### config.mk
export PLATFORM = sky130hd
export DESIGN_NAME = hbnlt_cell
export DESIGN_NICKNAME = d
export VERILOG_FILES = /design/src/rtl/hbnlt_pkg.sv /design/src/rtl/hbnlt_cell.sv
export SDC_FILE = /design/constraint.sdc
export NUM_CORES = 1
export LEC_CHECK = 0
export ABC_AREA = 1
export BUFFER_PORTS_ARGS = -buffer_cell sky130_fd_sc_hd__buf_2
export CAP_MARGIN = 10
export CORE_MARGIN = 5
export CORE_UTILIZATION = 58
export DETAILED_ROUTE_END_ITERATION = 7
export PLACE_DENSITY = 0.87
export SYNTH_ARGS = -nofsm -noshare
export SYNTH_HDL_FRONTEND = slang
export SYNTH_SLANG_ARGS = --single-unit
### constraint.sdc
create_clock -name clock -period 15.7 [get_ports clock]
set_clock_uncertainty 0.2 [all_clocks]
set_input_delay 2.355 -clock clock [delete_from_list [all_inputs] [get_ports clock]]
set_output_delay 2.355 -clock clock [all_outputs]
set_load 0.03 [all_outputs]
### src/rtl/hbnlt_pkg.sv
`timescale 1ns / 1ps
// ----------------------------------------------------------------------------
// hbnlt_pkg: shared types and constants of the node liveness table
// Item kind codes, field widths, and the token, insert and result records
// that travel between the table cells and the top level.
// ----------------------------------------------------------------------------
package hbnlt_pkg;

   localparam int MAX_NODES_DEFAULT = 16;

   localparam int ADDR_W  = 16;
   localparam int TIME_W  = 63;
   localparam int KIND_W  = 2;
   localparam int COUNT_W = 5;

   localparam logic [TIME_W-1:0] TIMEOUT_RESET = TIME_W'(1000000);

   localparam logic [KIND_W-1:0] KIND_HEARTBEAT = 2'd0;
   localparam logic [KIND_W-1:0] KIND_SWEEP     = 2'd1;
   localparam logic [KIND_W-1:0] KIND_QUERY     = 2'd2;

   // Item moving down the cell chain, one cell per cycle
   typedef struct packed {
      logic              active;
      logic [KIND_W-1:0] kind;
      logic [ADDR_W-1:0] addr;
      logic [TIME_W-1:0] now;
      logic              found;      // a valid cell held this address
      logic              free_seen;  // a free cell was passed
   } hbnlt_token_type;

   // New entry written into the chosen free cell at the end of a heartbeat
   typedef struct packed {
      logic              active;
      logic [ADDR_W-1:0] addr;
      logic [TIME_W-1:0] now;
   } hbnlt_insert_type;

   // One result item
   typedef struct packed {
      logic               reachable;
      logic               node_added;
      logic               dropped_full;
      logic [COUNT_W-1:0] removed_count;
      logic [COUNT_W-1:0] node_count;
   } hbnlt_result_type;

endpackage

### src/rtl/hbnlt_cell.sv
`timescale 1ns / 1ps
// ----------------------------------------------------------------------------
// hbnlt_cell: one slot of the node liveness table
// Holds one entry (valid, address, last seen time). When the item reaches
// the cell it matches, refreshes or ages out the entry, adds to the running
// counts and hands the item on to the next cell through its hand-off register.
// ----------------------------------------------------------------------------
module hbnlt_cell
   import hbnlt_pkg::*;
#(
   parameter int IDX_W    = 4,
   parameter int CNT_W    = 5,
   parameter int CELL_IDX = 0
) (
   input  logic                   clock,
   input  logic                   reset,
   input  logic [TIME_W-1:0]      timeout,
   input  hbnlt_token_type        tok_i,
   input  logic [IDX_W-1:0]       free_idx_i,
   input  logic [CNT_W-1:0]       valid_cnt_i,
   input  logic [CNT_W-1:0]       removed_i,
   input  hbnlt_insert_type       ins_i,
   input  logic [IDX_W-1:0]       ins_idx_i,
   output hbnlt_token_type        tok_o,
   output logic [IDX_W-1:0]       free_idx_o,
   output logic [CNT_W-1:0]       valid_cnt_o,
   output logic [CNT_W-1:0]       removed_o
);

   localparam logic [IDX_W-1:0] MY_IDX = IDX_W'(CELL_IDX);

   // Entry storage
   logic              valid_ff, valid_in;
   logic [ADDR_W-1:0] addr_ff, addr_in;
   logic [TIME_W-1:0] seen_ff, seen_in;

   // Item hand-off registers
   hbnlt_token_type   tok_ff, tok_in;
   logic [IDX_W-1:0]  free_idx_ff, free_idx_in;
   logic [CNT_W-1:0]  valid_cnt_ff, valid_cnt_in;
   logic [CNT_W-1:0]  removed_ff, removed_in;

   logic              hit;
   logic              expire;
   logic [TIME_W:0]   age;

   // Age check: no borrow means time did not go backwards
   assign age    = {1'b0, tok_i.now} - {1'b0, seen_ff};
   assign hit    = valid_ff && (addr_ff == tok_i.addr);
   assign expire = valid_ff && !age[TIME_W] && (age[TIME_W-1:0] > timeout);

   // Cell update and hand-off
   always_comb begin
      valid_in     = valid_ff;
      addr_in      = addr_ff;
      seen_in      = seen_ff;
      tok_in       = tok_i;
      free_idx_in  = free_idx_i;
      valid_cnt_in = valid_cnt_i;
      removed_in   = removed_i;

      if (tok_i.active) begin
         unique case (tok_i.kind)
            KIND_HEARTBEAT: begin
               if (hit) begin
                  seen_in      = tok_i.now;
                  tok_in.found = 1'b1;
               end
            end
            KIND_SWEEP: begin
               if (expire) begin
                  valid_in   = 1'b0;
                  removed_in = removed_i + CNT_W'(1);
               end
            end
            KIND_QUERY: begin
               if (hit) begin
                  tok_in.found = 1'b1;
               end
            end
            default: begin
            end
         endcase

         // lowest free slot seen so far
         if (!valid_ff && !tok_i.free_seen) begin
            tok_in.free_seen = 1'b1;
            free_idx_in      = MY_IDX;
         end

         valid_cnt_in = valid_cnt_i + CNT_W'(valid_in);
      end

      // insertion from the end of the chain
      if (ins_i.active && (ins_idx_i == MY_IDX)) begin
         valid_in = 1'b1;
         addr_in  = ins_i.addr;
         seen_in  = ins_i.now;
      end
   end

   always_ff @(posedge clock) begin
      if (reset) begin
         valid_ff      <= 1'b0;
         tok_ff.active <= 1'b0;
      end else begin
         valid_ff      <= valid_in;
         tok_ff.active <= tok_in.active;
      end
      addr_ff          <= addr_in;
      seen_ff          <= seen_in;
      tok_ff.kind      <= tok_in.kind;
      tok_ff.addr      <= tok_in.addr;
      tok_ff.now       <= tok_in.now;
      tok_ff.found     <= tok_in.found;
      tok_ff.free_seen <= tok_in.free_seen;
      free_idx_ff      <= free_idx_in;
      valid_cnt_ff     <= valid_cnt_in;
      removed_ff       <= removed_in;
   end

   assign tok_o       = tok_ff;
   assign free_idx_o  = free_idx_ff;
   assign valid_cnt_o = valid_cnt_ff;
   assign removed_o   = removed_ff;

endmodule

* Word-level counts from Yosys, hierarchy flattened
Cells that the tools add are included.
** Storage, ports and cells
- Output and inout bits :: 98
- Logic and storage cells :: 53
- Bits in registers :: 178
- Bits of input ports :: 247
** Cells by class
- Reduce and logical (&&, ||, !) cells :: 15
- Magnitude comparators :: 1
- $add $sub $neg :: 3
- Equality and inequality tests :: 3
- Mux-type cells :: 19
** Operators by type and width (number)
- $mux 63 :: 4
- $sub 63x63->64 :: 1
- $gt 63x63->1 :: 1
- $mux 5 :: 4
- $eq 16x16->1 :: 1
- $mux 1 :: 8
- $mux 4 :: 2
- $reduce_bool 2->1 :: 3
- $add 5x1->5 :: 1
- $add 5x1->5 const B :: 1
- $logic_and 1x1->1 :: 5
- $logic_not 4->1 :: 1
- $logic_not 1->1 :: 3
- $reduce_and 3->1 :: 1
- $eq 2x1->1 const B :: 1
- $eq 2x2->1 const B :: 1
- $logic_not 2->1 :: 1
- $mux 2 :: 1
- $reduce_or 2->1 :: 1

* Longest topological paths before layout
Gate-level depths: netlist of the first run.
- Depth after elaboration :: 9
- Gate-level depth with buffers :: 34
- Mapped depth without buffers :: 34

* Least setup slack after synthesis of the first run
No wires, ideal clock.
- Path type :: input -> register
- Start point :: in tok_i[83] in the netlist's numbering
- End point :: reg seen_ff[0] (enable)
- Path buffers :: 1
- Required time :: 14.929 ns
- Stages on the path :: 5
- Setup slack :: 7.332 ns
- Setup time :: 0.571 ns
- Arrival time :: 7.597 ns
- Cells stage by stage :: clkbuf_1 -> inv_1 -> nor4_1 -> nand3_1 -> o21ai_0
** On the way
- Longest elaborated chain between the ends :: 2
** Ends and longest elaborated chain
- from (decl) :: line hbnlt_cell.sv:18 : input hbnlt_token_type tok_i,
- $reduce_bool 2->1 (no line)
- $reduce_and 3->1 (no line)
- to (signal assigned) :: line hbnlt_cell.sv:111 : seen_ff <= seen_in;
- to (decl) :: line hbnlt_cell.sv:35 : logic [TIME_W-1:0] seen_ff, seen_in;
No other way between the ends.
A chain may end at the register's enable or synchronous reset.

* Final worst setup path of the first run
- Start point :: in tok_i[2] in the netlist's numbering
- End point :: reg valid_cnt_ff[2] (netlist: valid_cnt_o[2])
** On the way
- Longest elaborated chain between the ends :: 9
- Elaborated cells between the ends (all ways) :: 10
- Those cells by class :: add/sub (2); order compare (1); mux (4); reduce/logical (3)
** Ends and longest elaborated chain
- $sub 63x63->64 (*) :: line hbnlt_cell.sv:48 : assign age = {1'b0, tok_i.now} - {1'b0, seen_ff};
- branches (longest 2 deep; another with $gt 63x63->1)
- $logic_and 1x1->1 (*) :: line hbnlt_cell.sv:50 : assign expire = valid_ff && !age[TIME_W] && (age[TIME_W-1:0] > timeout);
- $mux 1 (*) :: line hbnlt_cell.sv:71 : if (expire) begin
- $mux 1 (*) :: line hbnlt_cell.sv:63 : unique case (tok_i.kind)
- $mux 1 (*) :: line hbnlt_cell.sv:62 : if (tok_i.active) begin
- $add 5x1->5 (*) :: line hbnlt_cell.sv:91 : valid_cnt_in = valid_cnt_i + CNT_W'(valid_in);
- $mux 5 (*) :: line hbnlt_cell.sv:62
- net valid_cnt_in[2] :: line hbnlt_cell.sv:40 : logic [CNT_W-1:0] valid_cnt_ff, valid_cnt_in;
- to (signal assigned) :: line hbnlt_cell.sv:118 : valid_cnt_ff <= valid_cnt_in;
- to (decl) :: line hbnlt_cell.sv:40
Mark *: on every way through the listed nets, which the timed path passes. The select of a mux whose other input is x is not followed.

==> reports/metrics.csv, run 1 <==
metric;value;unit
Hold EP;tok_o[0];
final WL;39.4;mm
root buffer cell;clkbuf_16;
post-CTS sizing;0;
via count;12307;
Die Area;24400;sq um
Tmin final;6510;ps
drt drc;0;
largest net degree at the start of global routing;82;
placed wire-length estimate;32.3;mm
register area share after synthesis;0.352;
WS Path Type;in -> reg;
sequential standard cell area;4350;sq um
total congestion overflow;0;
via/cell ratio;5.25;
leakage power;8.05;nW
DR WL/cell;16.8;microns
Top cell by count, worst path;nand2_1;
Met3 Routed Length;3.07;mm
Final TNS setup;0;ps
Main synth FF type;dfxtp_1;
placed cells;2311;
Critical Path Slowest Stage Cell;fa_1;
Hold WS;337;ps
Area Growth Syn to Fin;21.5;%
Clock Sinks;178;
final worst slack;9190;ps
multi-input logic area;6870;sq um
Top Metal Used;met4;
Required @ worst endpoint;15860;ps
Final ANT Viol Nets;0;
fmax;154;MHz
unrepaired setup endpoints after global routing;false;
Peak VDD IR;0.0000713;V
reg-to-reg slack, setup;10910;ps
DR iter-0 viols;871;
CP max FO;4;
number of filler cells placed in the layout;1732;
met1 wire length;16.8;mm
number of buffers added on ports;344;
diode count;0;
final cell count without fillers;2343;
GRT Total Usage;0.311;
fin crit share;0.415;
CP Buf/Inv Count;5;
final setup fails;0;
CP Launch Type;input port;
vias in the first global route;12108;
top cells by count, synth;518 x nand2_1, 277 x inv_1, 152 x nor2_1;
Crit. End Element;flop;
Pre-antenna DRT Iters;6;
metal2 WL;18.6;mm
Total Power;1.28;mW
asr flop ratio synth;0;
r2r startpoint;seen_ff[15];
Synthesized Nets;2081;
chip height;156;microns
reg2reg path depth;27;
Yosys reg bits;178;
post-synthesis cell count;1704;
Top delay family on crit path;simple AND/OR/NAND/NOR gates;
number of synthesized flops with an enable pin;79;
row count;53;
Core ar.;21000;sq um
most frequent cell after synthesis;nand2_1;
Num CTS Buffers;17;
Nets;2432;
first-pass GRT wire length;60.3;mm
Slew headroom;0.200;
I/O pin count;345;
Hold Vio Cnt, Final;0;
share of layout cells above drive strength 1;0.224;
Max Root-Sink Buffers;2;
dpl ws;8780;ps
hold_buf cts;0;
Worst Max-Slew Pin Slew;1200;ps
Post-CTS Setup Inserts;0;
Netlist cell types;52;
Max Slew Vio Count;0;
status;complete, no violations;
power density over the cells;84.8;nW/um^2
HP Class;reg -> reg;
top-area cell type share of the netlist area;0.192;
Synth area leaders;edfxtp_1 19%, dfxtp_1 16%, nand2_1 16%, ha_1 13%, inv_1 8.4%;
initial antenna violation count;0;
yosys warns;0;
largest area contributor in the netlist;edfxtp_1;
DIE WIDTH;156;microns
critical path data arrival time;6670;ps
Final GP Congestion;0.967;
min-delay src;valid_ff;
max cap viols;0;
Netlist Area Pre-Place;12400;sq um
Critical Path Max Stage Delay;410;ps
syn avg cell area;7.27;sq um
CTS tree;yes;
Reg-to-Reg End;valid_cnt_o[2];
worst-skew pair later-pin latency;460;ps
Clock transition at path regs;90;ps
hold path depth;1;
Initial Utilization;0.589;
H-tree level count;4;
## power by group
part,total [mW],leakage (nW),internal [mW],switching [mW]
clock,0.452,0.301,0.220,0.233
sequential,0.506,1.55,0.501,0.00428
combinational,0.318,6.20,0.114,0.203
total,1.28,8.05,0.835,0.441
## layer usage
layer  GRT usage  vias up
met5           0        -
met2       0.532      481
li1            -     6108
met1       0.403     5651
met4      0.0855        0
met3      0.0610       67
## how the worst max path moves through the flow
stage               startpoint              to  slack [ps]  depth (start not counted)
floorplan            tok_i[83]      seen_ff[0]        7330                          5
global placement      tok_i[2]  valid_cnt_o[2]        8940                         30
detailed placement    tok_i[2]  valid_cnt_o[2]        8780                         30
CTS                   tok_i[2]  valid_cnt_o[2]        9250                         30
global route          tok_i[2]  valid_cnt_o[2]        8870                         32
finish                tok_i[2]  valid_cnt_o[2]        9190                         30
## logic make-up after synthesis
logic type / Yosys count / share of synthesized area
flip-flops: 178 / 0.352
AO/OA/AOI/OAI: 207 / 0.0977
XOR/XNOR: 63 / 0.0446
AND/OR/NAND/NOR: 814 / 0.279
adder cells (fa/ha/maj): 130 / 0.132
buffers and inverters: 312 / 0.0948
## state kept, by name, summed over array words and instances (netlist names)
name,count
valid_cnt_o,5
tok_o,84
valid_ff,1
free_idx_o,4
seen_ff,63
removed_o,5
addr_ff,16
## through the flow
| stage | instance area [sq um] | util |
|---|---|---|
| floorplan | 12400 | - |
| global placement | 14400 | 0.686 |
| detailed placement | 14400 | 0.686 |
| CTS | 15000 | 0.716 |
| global route | 15000 | 0.716 |
| finish | 15000 | 0.716 |
## placed cells by master, fill, tap and decap left out, drive strengths merged, types with 4 or more instances in the layout
master    n
buf     346
clkbuf   17
nor3     15
dfxtp    99
o21a      4
ha      129
nand3    55
xnor2    20
nand4    14
nand2   542
and3      4
a31oi     7
edfxtp   79
xor2     43
a21o     14
inv     304
a21oi   104
clkinv    9
o21ai    50
nor2    174
o21bai   13
## final cells by class
| type | instances | share of cell area |
|---|---|---|
| flip-flops and latches | 178 | 0.289 |
| clock inverters | 15 | 0.0132 |
| clock buffers | 17 | 0.0283 |
| inverters | 298 | 0.0745 |
| repair buffers | 346 | 0.115 |
| multi-input cells | 1214 | 0.456 |
| well taps | 275 | 0.0229 |
(Power assumes the default switching activity.)
==> inputs of run 2 (changes only) <==
CORE_UTILIZATION = 54   (was 58)
PLACE_DENSITY = 0.82   (was 0.87)
clock period = 6.25 ns   (was 15.7 ns; I/O delays follow)
==> run 2 against run 1 <==
Against the previous run:
- utilization is 5.0 points lower
- die area is 6.9% higher
- non-clock buffer count up 1
- final cell count is 0.55% higher
- sequential share of layout area fell by 0.067 points
- clock power grew to 2.6 times the previous value
- final area up 0.23%
- power rose to 2.5 times the previous value
==> reports/metrics.csv, run 2 (synthesis results as in run 1) <==
metric;value;unit;change
status;complete, no violations;;
vias in the first global route;12171;;+0.52%
Final GP Congestion;0.951;;-1.7%
max cap viols;0;;unchanged
Initial Utilization;0.547;;-0.0421
Die Area;26100;sq um;+6.9%
share of layout cells above drive strength 1;0.225;;+0.000375
Max Slew Vio Count;0;;unchanged
first-pass GRT wire length;61.3;mm;+1.7%
unrepaired setup endpoints after global routing;false;;
fin crit share;0.823;;
root buffer cell;clkbuf_16;;
DR iter-0 viols;1014;;+16%
Peak VDD IR;0.000144;V;+100%
total congestion overflow;0;;unchanged
final cell count without fillers;2356;;+0.55%
Clock transition at path regs;90;ps;about the same
initial antenna violation count;2;;+2
hold_buf cts;0;;unchanged
Area Growth Syn to Fin;21.8;%;
H-tree level count;4;;unchanged
Clock Sinks;178;;unchanged
largest net degree at the start of global routing;82;;unchanged
placed cells;2322;;+0.48%
Required @ worst endpoint;6400;ps;-9460 ps
GRT Total Usage;0.294;;-0.0166
final WL;39.3;mm;-0.27%
Post-CTS Setup Inserts;0;;unchanged
Slew headroom;0.380;;+0.180
Max Root-Sink Buffers;2;;unchanged
commonest non-fill, non-tap cell in the layout;nand2_1;;
CTS tree;yes;;
max FFs per register;84;;unchanged
Num CTS Buffers;17;;unchanged
number of buffers added on ports;344;;unchanged
drt drc;0;;unchanged
Nets;2433;;+0.041%
Tmin final;5150;ps;
placed wire-length estimate;32.7;mm;+1.3%
Final TNS setup;0;ps;unchanged
critical path data arrival time;5300;ps;-1370 ps
Crit. End Element;flop;;
DIE WIDTH;161;microns;+3.4%
chip height;161;microns;+3.4%
I/O pin count;345;;unchanged
final setup fails;0;;unchanged
Worst Max-Slew Pin Slew;927;ps;-273 ps
via count;12239;;-0.55%
Hold Vio Cnt, Final;0;;unchanged
leakage power;8.06;nW;+0.13%
Core ar.;22600;sq um;+7.7%
Critical Path Max Stage Delay;410;ps;about the same
row count;55;;+3.8%
CP Launch Type;input port;;
Final ANT Viol Nets;0;;unchanged
CP max FO;4;;unchanged
WS Path Type;in -> reg;;
commonest non-fill, non-tap cells in the layout;518 x nand2_1, 344 x buf_2, 277 x inv_1;;
power density over the cells;215;nW/um^2;+150%
fmax;194;MHz;
HP Class;reg -> reg;;
DR WL/cell;16.7;microns;-0.82%
via/cell ratio;5.19;;-1.1%
Critical Path Slowest Stage Cell;a21oi_1;;
worst-skew pair later-pin latency;450;ps;about the same
post-CTS sizing;0;;unchanged
Pre-antenna DRT Iters;7;;+1
Top cell by count, worst path;nand2_1;;
run 2: changes by cell type in the layout (fill, tap and decap cells not counted), sizes merged:
cell    delta
clkinv     -5
inv        +5
diode      +2
buf        +1
run 2: path summary, 6_finish.rpt:
check	start	to	slack [ps]	cells after the start
setup / recovery	tok_i[15]	valid_cnt_o[2]	1100	27
hold / removal	valid_ff	tok_o[0]	350	1
setup reg to reg	seen_ff[13]	valid_cnt_o[2]	1350	27
hold reg to reg	valid_ff	tok_o[0]	350	1
run 2: final cells by class:
cell class | count | area, sq um
Fill cell | 2063 | 7560
Multi-Input combinational cell | 1214 | 6870
Sequential cell | 178 | 4350
Timing Repair Buffer | 347 | 1740
Inverter | 298 | 1120
Clock buffer | 17 | 425
Tap cell | 285 | 357
Clock inverter | 15 | 209
Antenna cell | 2 | 5.00
run 2: report_power, final:
part	switching, mW	internal [mW]
sequential	0.0115	1.26
combinational	0.510	0.287
clock	0.609	0.565
total	1.13	2.11
run 2: per-stage QoR:
stage	hold WS (ps)	instance area [sq um]	power (mW)	util	worst slack [ps]
after floorplan	267	12400	1.81	-	999
after global placement	306	14400	2.06	0.638	871
after detailed placement	319	14400	2.08	0.638	691
after CTS	335	15100	3.24	0.666	1130
after global routing	379	15100	3.39	0.666	723
final	345	15100	3.24	0.666	1100
run 2: worst max-delay path: cells and delay by family:
| family | cells | cell delay (ps) |
|---|---|---|
| and+or+nand+nor | 14 | 1690 |
| AOI/OAI and AO/OA | 4 | 1120 |
| adders and majority gates | 4 | 1090 |
| buffers and inverters | 4 | 290 |
| xor gates and xnor gates | 1 | 150 |
run 2: layer usage:
layer  track usage  vias up  wire [microns]
met4        0.0907        0             955
met5             0        -               0
li1              -     6119               -
met1         0.377     5593           17000
met2         0.503      455           18600
met3        0.0579       72            2770
